[src/rtl/cfp_pkg.sv]
// cfp_pkg: item types, status codes and register indexes for the
// command frame parser; no dependencies
package cfp_pkg;

  localparam int unsigned CfgIdxW     = 8;
  localparam int unsigned CfgDataW    = 16;
  localparam int unsigned QueueDepthD = 4;
  localparam int unsigned PosW        = 9;

  localparam logic [CfgIdxW-1:0] CfgIdxIdent = CfgIdxW'(0);
  localparam logic [CfgIdxW-1:0] CfgIdxCap   = CfgIdxW'(1);

  localparam logic [7:0]      CapReset = 8'd253;
  localparam logic [PosW-1:0] PosMax   = {PosW{1'b1}};
  localparam logic [PosW-1:0] PosLen   = PosW'(4);
  localparam logic [PosW-1:0] PosCodeH = PosW'(5);
  localparam logic [PosW-1:0] PosParam = PosW'(7);

  typedef enum logic [2:0] {
    StOk       = 3'd0,
    StShort    = 3'd1,
    StBadIdent = 3'd2,
    StBadSum   = 3'd3,
    StOverCap  = 3'd4,
    StBadLen   = 3'd5
  } status_e;

  typedef struct packed {
    logic [7:0] data_byte;
    logic       last_byte;
  } in_item_t;

  typedef struct packed {
    logic        is_status;
    logic [7:0]  param_byte;
    logic [7:0]  param_index;
    logic [7:0]  frame_type;
    logic [7:0]  frame_seq;
    logic [15:0] command_code;
    logic [7:0]  param_count;
    status_e     status;
  } out_item_t;

  typedef struct packed {
    logic [15:0] frame_identifier;
    logic [7:0]  param_capacity;
  } cfg_t;

endpackage

[src/rtl/command_frame_parser.sv]
// command_frame_parser: top level with configuration registers, parser
// front and result queue; depends on cfp_pkg, cfp_front, cfp_queue
//
//   channel | direction | handshake            | payload
//   in      | input     | in_valid_i/in_stall_o | in_item_i (in_item_t)
//   out     | output    | out_valid_o/out_stall_i | out_item_o (out_item_t)
//   cfg     | input     | cfg_valid_i/cfg_ready_o | cfg_index_i, cfg_data_i
//
// one byte item per cycle while in_stall_o is low; a result enters the queue in the
// cycle its byte is taken and can leave on the next cycle
// in_stall_o rises only while the QueueDepth-entry queue is full
// reset clears frame state and sets registers to their reset values
// cfg writes are always ready
module command_frame_parser
  import cfp_pkg::*;
#(
  parameter int unsigned QueueDepth = QueueDepthD
) (
  input  logic                clk_i,
  input  logic                rst_ni,
  input  logic                in_valid_i,
  output logic                in_stall_o,
  input  in_item_t            in_item_i,
  output logic                out_valid_o,
  input  logic                out_stall_i,
  output out_item_t           out_item_o,
  input  logic                cfg_valid_i,
  output logic                cfg_ready_o,
  input  logic [CfgIdxW-1:0]  cfg_index_i,
  input  logic [CfgDataW-1:0] cfg_data_i
);

  cfg_t      cfg_q;
  logic      take;
  logic      res_valid;
  out_item_t res;
  logic      full;

  assign cfg_ready_o = 1'b1;
  assign in_stall_o  = full;
  assign take        = in_valid_i && !full;

  always_ff @(posedge clk_i or negedge rst_ni) begin
    if (!rst_ni) begin
      cfg_q.frame_identifier <= '0;
      cfg_q.param_capacity   <= CapReset;
    end else if (cfg_valid_i) begin
      case (cfg_index_i)
        CfgIdxIdent: cfg_q.frame_identifier <= cfg_data_i;
        CfgIdxCap:   cfg_q.param_capacity   <= cfg_data_i[7:0];
        default:     ;
      endcase
    end
  end

  cfp_front u_front (
    .clk_i       (clk_i),
    .rst_ni      (rst_ni),
    .cfg_i       (cfg_q),
    .take_i      (take),
    .item_i      (in_item_i),
    .res_valid_o (res_valid),
    .res_o       (res)
  );

  cfp_queue #(
    .Depth (QueueDepth)
  ) u_queue (
    .clk_i       (clk_i),
    .rst_ni      (rst_ni),
    .push_i      (take && res_valid),
    .push_item_i (res),
    .full_o      (full),
    .out_valid_o (out_valid_o),
    .out_stall_i (out_stall_i),
    .out_item_o  (out_item_o)
  );

endmodule

[src/rtl/cfp_front.sv]
// cfp_front: byte-level frame parser that classifies each item and
// builds results for in-capacity parameter bytes and frame ends; depends on cfp_pkg
module cfp_front
  import cfp_pkg::*;
(
  input  logic      clk_i,
  input  logic      rst_ni,
  input  cfg_t      cfg_i,
  input  logic      take_i,
  input  in_item_t  item_i,
  output logic      res_valid_o,
  output out_item_t res_o
);

  logic [PosW-1:0] pos_q, pos_d;
  logic [7:0]      sum_q, sum_d;
  logic [7:0]      idh_q, idh_d;
  logic            mis_q, mis_d;
  logic [7:0]      type_q, type_d;
  logic [7:0]      seq_q, seq_d;
  logic [7:0]      plen_q, plen_d;
  logic [15:0]     code_q, code_d;
  logic            fin_q, fin_d;

  logic            param_here;
  logic            len_ok;
  logic            cap_ok;
  logic [7:0]      pcount;
  logic [PosW:0]   chk_pos;
  status_e         st;

  assign chk_pos = (PosW+1)'(PosCodeH) + (PosW+1)'(plen_q);

  always_comb begin
    sum_d      = sum_q;
    idh_d      = idh_q;
    mis_d      = mis_q;
    type_d     = type_q;
    seq_d      = seq_q;
    plen_d     = plen_q;
    code_d     = code_q;
    fin_d      = fin_q;
    param_here = 1'b0;
    if (!fin_q) begin
      if (pos_q >= PosCodeH && {1'b0, pos_q} == chk_pos) begin
        sum_d = sum_q - item_i.data_byte;
        fin_d = 1'b1;
      end else begin
        sum_d = sum_q + item_i.data_byte;
        case (pos_q)
          PosW'(0): idh_d  = item_i.data_byte;
          PosW'(1): mis_d  = ({idh_q, item_i.data_byte} != cfg_i.frame_identifier);
          PosW'(2): type_d = item_i.data_byte;
          PosW'(3): seq_d  = item_i.data_byte;
          PosLen:   plen_d = item_i.data_byte;
          PosCodeH: code_d = {item_i.data_byte, code_q[7:0]};
          PosW'(6): code_d = {code_q[15:8], item_i.data_byte};
          default:  param_here = 1'b1;
        endcase
      end
    end
    pos_d = (pos_q == PosMax) ? pos_q : pos_q + PosW'(1);
  end

  assign len_ok = (plen_d >= 8'd2);
  assign pcount = plen_d - 8'd2;
  assign cap_ok = len_ok && (pcount <= cfg_i.param_capacity);

  always_comb begin
    if (pos_q < PosParam) begin
      st = StShort;
    end else if (mis_d) begin
      st = StBadIdent;
    end else if (!fin_d) begin
      st = StShort;
    end else if (sum_d != 8'd0) begin
      st = StBadSum;
    end else if (!len_ok) begin
      st = StBadLen;
    end else if (!cap_ok) begin
      st = StOverCap;
    end else begin
      st = StOk;
    end
  end

  always_comb begin
    res_o = '0;
    res_valid_o = 1'b0;
    if (item_i.last_byte) begin
      res_valid_o     = 1'b1;
      res_o.is_status = 1'b1;
      res_o.status    = st;
      if (st == StOk) begin
        res_o.frame_type   = type_d;
        res_o.frame_seq    = seq_d;
        res_o.command_code = code_d;
        res_o.param_count  = pcount;
      end
    end else if (param_here && cap_ok) begin
      res_valid_o       = 1'b1;
      res_o.param_byte  = item_i.data_byte;
      res_o.param_index = 8'(pos_q - PosParam);
    end
  end

  always_ff @(posedge clk_i or negedge rst_ni) begin
    if (!rst_ni) begin
      pos_q  <= '0;
      sum_q  <= '0;
      idh_q  <= '0;
      mis_q  <= 1'b0;
      type_q <= '0;
      seq_q  <= '0;
      plen_q <= '0;
      code_q <= '0;
      fin_q  <= 1'b0;
    end else if (take_i) begin
      if (item_i.last_byte) begin
        pos_q  <= '0;
        sum_q  <= '0;
        idh_q  <= '0;
        mis_q  <= 1'b0;
        type_q <= '0;
        seq_q  <= '0;
        plen_q <= '0;
        code_q <= '0;
        fin_q  <= 1'b0;
      end else begin
        pos_q  <= pos_d;
        sum_q  <= sum_d;
        idh_q  <= idh_d;
        mis_q  <= mis_d;
        type_q <= type_d;
        seq_q  <= seq_d;
        plen_q <= plen_d;
        code_q <= code_d;
        fin_q  <= fin_d;
      end
    end
  end

endmodule

[src/rtl/cfp_queue.sv]
// cfp_queue: short result queue between parser and output side;
// depends on cfp_pkg
module cfp_queue
  import cfp_pkg::*;
#(
  parameter int unsigned Depth = QueueDepthD
) (
  input  logic      clk_i,
  input  logic      rst_ni,
  input  logic      push_i,
  input  out_item_t push_item_i,
  output logic      full_o,
  output logic      out_valid_o,
  input  logic      out_stall_i,
  output out_item_t out_item_o
);

  localparam int unsigned PtrW = (Depth > 1) ? $clog2(Depth) : 1;
  localparam int unsigned CntW = $clog2(Depth + 1);
  localparam logic [PtrW-1:0] LastPtr = PtrW'(Depth - 1);
  localparam logic [CntW-1:0] FullCnt = CntW'(Depth);

  out_item_t       mem_q [Depth];
  logic [PtrW-1:0] wr_q, wr_d;
  logic [PtrW-1:0] rd_q, rd_d;
  logic [CntW-1:0] cnt_q, cnt_d;
  logic            pop;

  assign full_o      = (cnt_q == FullCnt);
  assign out_valid_o = (cnt_q != '0);
  assign out_item_o  = mem_q[rd_q];
  assign pop         = out_valid_o && !out_stall_i;

  always_comb begin
    wr_d  = wr_q;
    rd_d  = rd_q;
    cnt_d = cnt_q;
    if (push_i) begin
      wr_d = (wr_q == LastPtr) ? '0 : wr_q + PtrW'(1);
    end
    if (pop) begin
      rd_d = (rd_q == LastPtr) ? '0 : rd_q + PtrW'(1);
    end
    case ({push_i, pop})
      2'b10:   cnt_d = cnt_q + CntW'(1);
      2'b01:   cnt_d = cnt_q - CntW'(1);
      default: cnt_d = cnt_q;
    endcase
  end

  always_ff @(posedge clk_i) begin
    if (push_i) begin
      mem_q[wr_q] <= push_item_i;
    end
  end

  always_ff @(posedge clk_i or negedge rst_ni) begin
    if (!rst_ni) begin
      wr_q  <= '0;
      rd_q  <= '0;
      cnt_q <= '0;
    end else begin
      wr_q  <= wr_d;
      rd_q  <= rd_d;
      cnt_q <= cnt_d;
    end
  end

endmodule
[config.mk]
export PLATFORM = sky130hd
export DESIGN_NAME = command_frame_parser
export DESIGN_NICKNAME = d
export VERILOG_FILES = /design/src/rtl/cfp_pkg.sv /design/src/rtl/command_frame_parser.sv /design/src/rtl/cfp_front.sv /design/src/rtl/cfp_queue.sv
export SDC_FILE = /design/constraint.sdc
export NUM_CORES = 1
export LEC_CHECK = 0
export ABC_AREA = 1
export BUFFER_PORTS_ARGS = -buffer_cell sky130_fd_sc_hd__buf_2
export CAP_MARGIN = 20
export CELL_PAD_IN_SITES_DETAIL_PLACEMENT = 0
export CELL_PAD_IN_SITES_GLOBAL_PLACEMENT = 1
export CORE_ASPECT_RATIO = 1.75
export CORE_MARGIN = 5
export CORE_UTILIZATION = 45
export DETAILED_ROUTE_END_ITERATION = 12
export GPL_ROUTABILITY_DRIVEN = 1
export PLACE_DENSITY = 0.83
export SLEW_MARGIN = 10
export SYNTH_ARGS = -nofsm -noshare
export SYNTH_HDL_FRONTEND = slang
export SYNTH_SLANG_ARGS = --single-unit
[constraint.sdc]
create_clock -name clk_i -period 11.3 [get_ports clk_i]
set_input_delay 0.565 -clock clk_i [delete_from_list [all_inputs] [get_ports clk_i]]
set_output_delay 0.565 -clock clk_i [all_outputs]
set_load 0.02 [all_outputs]
* Word level (Yosys, flattened, before mapping)
Memories as Yosys holds them, arrays and structs flattened.
Index checks and enable logic that the tools add are counted.
** Word-level totals
- Memories kept :: 1
- Input bits :: 38
- Register bits after elaboration :: 98
- Word-level logic and storage cells :: 120
- Output and inout port bits :: 63
- RAM bits :: 240
** Cells by class
- Muxes and demuxes :: 53
- Reductions and logical operators :: 20
- Add/subtract/negate cells :: 10
- $lt $le $gt $ge :: 4
- Equality and inequality tests :: 18
** Memory list
- u_queue.mem_q :: depth 4, bits a word 60, read ports 1, clocked after Yosys merged registers in 0, wr ports 1, RTL line cfp_queue.sv:23 : out_item_t mem_q [Depth];
** Operators with widths (number)
- $mux 8 :: 19
- $mux 16 :: 5
- $mux 43 :: 1
- $mux 40 :: 1
- $pmux 16 s2 :: 1
- $eq 9x3->1 const B :: 3
- $eq 9x2->1 const B :: 2
- $mux 3 :: 6
- $mux 9 :: 2
- $ne 16x16->1 :: 1
- $mux 1 :: 15
- $add 3x8->9 const A :: 1
- $add 9x1->9 const B :: 1
- $eq 9x1->1 const B :: 1
- $eq 9x9->1 :: 1
- $eq 9x9->1 const B :: 1
- $ge 9x3->1 const B :: 1
- $logic_not 9->1 :: 1
- $lt 9x3->1 const B :: 1
- $add 8x8->8 :: 1
- $eq 8x1->1 const B :: 1
- $ge 8x2->1 const B :: 1
- $le 8x8->1 :: 1
- $logic_not 8->1 :: 1
- other kinds (21) :: 36

* Logic depth before layout (Yosys ltp)
- Word-level depth :: 17
- Gate-level depth with buffers :: 34
- Gate-level depth less buffers :: 33

* Modules after synthesis
From an unflattened synthesis, not the netlist that was laid out.
** Unflattened totals
- Cell total of the unflattened synthesis :: 1653
- Area total of the unflattened synthesis :: 16816.1 um^2
** Modules (own cells, without submodules)
- cfp_queue :: times used 1, cells an instance 759, area an instance 10326.2 um^2, seq. area each 7382.1 um^2
- cfp_front :: times used 1, cells an instance 767, area an instance 5412.7 um^2, seq. area each 1676.6 um^2
- command_frame_parser :: times used 1, cells an instance 127, area an instance 1077.3 um^2, seq. area each 609.3 um^2

* Least setup slack after synthesis
No wires, ideal clock.
- Path type :: register to register
- Start :: reg u_front.plen_q[0]
- End :: mem u_queue.mem_q[0][0] (netlist name) (enable)
- Setup slack :: 4.920 ns
- Clock period less this slack :: 6.380 ns
- Data required time :: 10.822 ns
- Arrival time :: 5.902 ns
- Stages on the path, launching flop included :: 29
- Path buffers :: 1
- Setup time :: 0.478 ns
- Path through :: dfrtp_1 -> ha_1 -> nor2_1 -> nor2_4 -> inv_2 -> nand2_1 -> nand2_1 -> nand2_1 -> nor2_2 -> nand3_4 -> nand3_4 -> buf_12 -> nand2_4 -> nand2_4 -> ha_1 -> nand2_1 -> nor2_1 -> nand2_1 -> nand2_1 -> nand2_1 -> ha_1 -> nand2_1 -> inv_1 -> nand3_1 -> o21ai_0 -> nand3_2 -> nand2_2 -> nand2_4 -> nor2_1
** On the way
- Word-level cells in the longest chain between the ends :: 14
- Elaborated cells on any way between the ends :: 18
- Classes of those cells :: add/sub (2); order compare (2); eq/ne (1); mux (9); reduce/logical (4)
** RTL lines
- from (decl) :: RTL line cfp_front.sv:21 : logic [7:0] plen_q, plen_d;
- from (signal assigned) :: RTL line cfp_front.sv:136 : plen_q <= plen_d;
- $add 3x8->9 :: RTL line cfp_front.sv:32 : assign chk_pos = (PosW+1)'(PosCodeH) + (PosW+1)'(plen_q);
- $eq 9x9->1 :: RTL line cfp_front.sv:45 : if (pos_q >= PosCodeH && {1'b0, pos_q} == chk_pos) begin
- $logic_and 1x1->1 :: RTL line cfp_front.sv:45
- $mux 8 :: RTL line cfp_front.sv:45
- $mux 8 :: RTL line cfp_front.sv:44 : if (!fin_q) begin
- $sub 8x2->8 :: RTL line cfp_front.sv:66 : assign pcount = plen_d - 8'd2;
- $le 8x8->1 :: RTL line cfp_front.sv:67 : assign cap_ok = len_ok && (pcount <= cfg_i.param_capacity);
- $logic_and 1x1->1 :: RTL line cfp_front.sv:67
- $logic_and 1x1->1 (*) :: RTL line cfp_front.sv:100 : end else if (param_here && cap_ok) begin
- $mux 1 (*) :: RTL line cfp_front.sv:100
- $mux 1 (*) :: RTL line cfp_front.sv:90 : if (item_i.last_byte) begin
- $logic_and 1x1->1 (*) :: RTL line command_frame_parser.sv:71 : .push_i (take && res_valid),
- $mux 1 (*) :: RTL line cfp_queue.sv:52 : if (push_i) begin
- $mux 1 (not written as such) (*) :: RTL line cfp_queue.sv:53 : mem_q[wr_q] <= push_item_i;
- to (decl) :: RTL line cfp_queue.sv:23
Every way passes the cells marked *; elsewhere a longest branch is shown, timed or not.

* Worst setup path after layout
- Start :: reg u_front.pos_q[1]
- End :: mem u_queue.mem_q[3][21] (netlist name) (enable)
** On the way
- Word-level cells in the longest chain between the ends :: 13
- Elaborated cells on any way between the ends :: 27
- Classes of those cells :: add/sub (1); order compare (3); eq/ne (7); mux (10); reduce/logical (6)
** RTL lines
- from (decl) :: RTL line cfp_front.sv:15 : logic [PosW-1:0] pos_q, pos_d;
- from (signal assigned) :: RTL line cfp_front.sv:130 : pos_q <= pos_d;
- $ge 9x3->1, or another cell as far along :: RTL line cfp_front.sv:45
- $logic_and 1x1->1 or $mux 8 (tied branches) :: RTL line cfp_front.sv:45, cfp_front.sv:50
- $mux 8 :: RTL line cfp_front.sv:45
- $mux 8 :: RTL line cfp_front.sv:44
- $sub 8x2->8 :: RTL line cfp_front.sv:66
- $le 8x8->1 :: RTL line cfp_front.sv:67
- $logic_and 1x1->1 :: RTL line cfp_front.sv:67
- $logic_and 1x1->1 (*) :: RTL line cfp_front.sv:100
- $mux 1 (*) :: RTL line cfp_front.sv:100
- $mux 1 (*) :: RTL line cfp_front.sv:90
- $logic_and 1x1->1 (*) :: RTL line command_frame_parser.sv:71
- $mux 1 (*) :: RTL line cfp_queue.sv:52
- $mux 1 (not written as such) (*) :: RTL line cfp_queue.sv:53
Marks and branches as above.

==> reports/qor.txt <==
Psw - 1.74 mW
Clk pwr share - 21.9%
H-tree levels - 1
CTS tree - done
Peak Freq - 165 MHz
Clk_lat worst skew - 0.56 ns
Int Pwr - 2.55 mW
Synth top area cells - edfxtp_1 45%, dfrtp_1 14%, o21ai_0 6.7%
Unrepaired setup endpoints after global routing - false
First-pass GRT wire length - 60700 um
PortBufs - 99
CP Launch Type - flip-flop
Vias per cell - 5.44
Minimum clock period - 6.07 ns
Comb power frac - 40.4%
Main synth FF type - edfxtp_1
Die height - 260 um
Switching Fraction - 40.6%
Final clock skew - 0.0134 ns
Number of antenna-violating nets in the routed design - 0
VDD IR-drop max - 135 uV
Post-synthesis async set-or-reset flop share - 29.0%
# Post-CTS Setup Buffers - 0
Routability Congestion - 0.963
DRT iter0 DRCs - 786
Vias - 11300
Pwr Density - 242 mW/mm^2
Final core utilization - 50.3%
CP max stage delay - 0.69 ns
Worst R2R Start - u_front.pos_q[1]$_DFFE_PN0P_
Measured slew at the worst slew-check pin - 0.946 ns
Core area - 0.0353 sq mm
Clock-pin slew on the worst setup and hold paths - 0.07 ns
R2R cell count - 28
Synth top cells by count - 240 x edfxtp_1, 219 x nand2_1, 214 x o21ai_0, 182 x nor2_1, 94 x inv_1
WP data required - 11.48 ns
Syn_nets - 1599
Min-delay src - cfg_data_i[14]
CTS root buf - clkbuf_16
Status - finished clean
Final number of hold-violating endpoints - 0
Initial antenna violation count - 0
Row count - 91
WL per Instance - 18.5 um
# diodes - 0
Sequential power share - 37.7%
Crit path top cell by count - nand2_1
Top-Level Pins - 101
Pre-Repair DR Iteration Count - 5
DRC viols - 0
Reg-to-reg slack, setup - 5.23 ns
Post-Route WL - 38400 um
Worst r2r dst - u_queue.mem_q[3][21]$_DFFE_PP_
CTS Buf Count - 28
Slew Limit Fails - 0
Setup TNS - 0 ns
Worst hold path type - input pin to flip-flop
Setup Viol. Count Final - 0
Synthesized flop and latch total - 338
Kind of critical path - flip-flop to flip-flop
Cell taking the most area after synthesis - edfxtp_1
Starting Density - 45.5%
Number of global-route vias before repair - 11300
Longest Clk Path Bufs - 3
CP Data Arrival Time - 6.25 ns
Hold EP - cfg_q[22]$_DFFE_PN0P_
Syn. warnings - 0
Gate Count Post-Synth - 1530
Clock Sinks - 338
Area Growth Syn to Fin - 10.6%
Count leader, synth - edfxtp_1
Top-area cell type share of the netlist area - 44.9%
Number of fill cells in the layout - 3184
Final #Nets - 1661
GRT overflow - 0
Min-Delay Path Depth - 2
Max-slew headroom - 36.9%
Max-Cap Viols - 0
Tcrit/Tclk final - 53.7%
Largest net degree at the start of global routing - 81
Die area - 0.0397 sq mm
Unique masters post-synth - 57
Leakage - 6.82 nW
Share of cells above drive strength 1 - 18.4%
Post-synthesis sequential area ratio - 60.2%
Tot GR Track Use - 19.1%
Critical-path top delay cell - buf_4
CP Max Fanout - 51
Hpwl dp - 25200 um
Horiz. Die Dim - 153 um
Cell Area, Synth - 0.0161 sq mm
EDFF count, synth - 240
Mapped Avg Cell Area - 10.5 sq um
Worst Setup End Kind - flip-flop
cell usage in the layout, fill, tap and decap left out, drive strengths merged, types with 3 or more instances in the layout:
cell type  count
o22ai         75
xor2          10
mux2           8
clkinvlp       4
dfstp          7
inv          108
a21oi         27
nor3          58
clkbuf        37
a31oi          3
buf          114
xnor2         18
nand2        244
a211oi         4
nor4           4
nor2         193
o21ai        219
clkinv        10
edfxtp       240
and2           3
or2           21
ha            29
nand3         52
dfrtp         91
nand4         16
registers in the layout (all words and copies together) (netlist names):
signal and count:
u_front.type_q 8, u_front.pos_q 9, u_front.seq_q 8, u_front.sum_q 8, u_front.code_q 16, u_front.mis_q 1, u_queue.wr_q 2, u_queue.mem_q 240
u_queue.rd_q 2, cfg_q 24, u_front.fin_q 1, u_front.idh_q 8, u_front.plen_q 8, u_queue.cnt_q 3
per-layer routing:
| layer | track usage [%] | part of all wire (%) |
|---|---|---|
| met3 | 1.65 | 3.6 |
| met1 | 21.4 | 38 |
| met5 | 0 | 0 |
| met4 | 8.00 | 4.1 |
| met2 | 36.7 | 54 |
worst max-delay path, delay by kind of cell, from the launching register on:
family,cells,cell delay (ns)
simple gates,19,3.01
buf+inv,4,0.94
fa+ha+maj,3,0.67
compound gates,2,0.56
flops,1,0.43
power by group through the flow:
stage	Clock [mW]	Sequential (mW)	Combinational [mW]
finish	0.941	1.62	1.74
global route	1.01	1.64	1.92
CTS	0.964	1.62	1.76
detailed placement	0	1.64	1.75
global placement	0	1.64	1.72
floorplan	0	1.61	1.29
cells by family (layout without fill, tap and decap cells):
family	count (synthesis)	after routing	share of synthesized area [%]
and+or+nand+nor	595	595	18.4
AOI/OAI and AO/OA	339	339	11.6
DFF	338	338	60.2
buffers and inverters	190	274	5.23
adders and majority gates	31	31	2.51
xor gates and xnor gates	28	28	1.53
muxes	8	8	0.561
other	1	1	0.0233
how the worst max path moves through the flow:
stage	start	end	slack, ns
after global placement	u_front.plen_q[0]$_DFFE_PN0P_	u_queue.mem_q[3][9]$_DFFE_PP_	5.51
after floorplan	u_front.plen_q[0]$_DFFE_PN0P_	u_queue.mem_q[0][0]$_DFFE_PP_	4.92
after global routing	u_front.pos_q[1]$_DFFE_PN0P_	u_queue.mem_q[3][21]$_DFFE_PP_	4.81
after detailed placement	u_front.pos_q[1]$_DFFE_PN0P_	u_queue.mem_q[3][9]$_DFFE_PP_	5.31
final	u_front.pos_q[1]$_DFFE_PN0P_	u_queue.mem_q[3][21]$_DFFE_PP_	5.23
after CTS	u_front.pos_q[1]$_DFFE_PN0P_	u_queue.mem_q[3][21]$_DFFE_PP_	5.28
metrics by stage:
step | worst slack [ns] | hold slack [ns] | instance area, sq um | instances | power, mW
2_1_floorplan | 4.92 | 0.269 | 16100 | 1530 | 2.90
3_3_place_gp | 5.51 | 0.461 | 16800 | 2024 | 3.36
3_5_place_dp | 5.31 | 0.466 | 16900 | 2025 | 3.40
4_1_cts | 5.28 | 0.218 | 17800 | 2078 | 4.34
5_1_grt | 4.81 | 0.230 | 17800 | 2079 | 4.57
6_report | 5.23 | 0.244 | 17800 | 2079 | 4.30
area by class of cell:
type / instances / area (sq um) / area share [%]
clock buffers: 37 / 807 / 4.54
clock inverters: 15 / 92.6 / 0.521
inverters: 107 / 402 / 2.26
multi-input cells: 1002 / 5590 / 31.4
flip-flops and latches: 338 / 9670 / 54.4
well taps: 465 / 582 / 3.27
repair buffers: 115 / 628 / 3.53
repair_timing:
action / 4_1_cts / 5_1_grt
endpoints found under the setup margin: 0 / 0
gates resized for setup: 0 / 0
hold endpoints to repair: 1 / 0
hold buffers: 1 / 0
(Power assumes the default switching activity.)
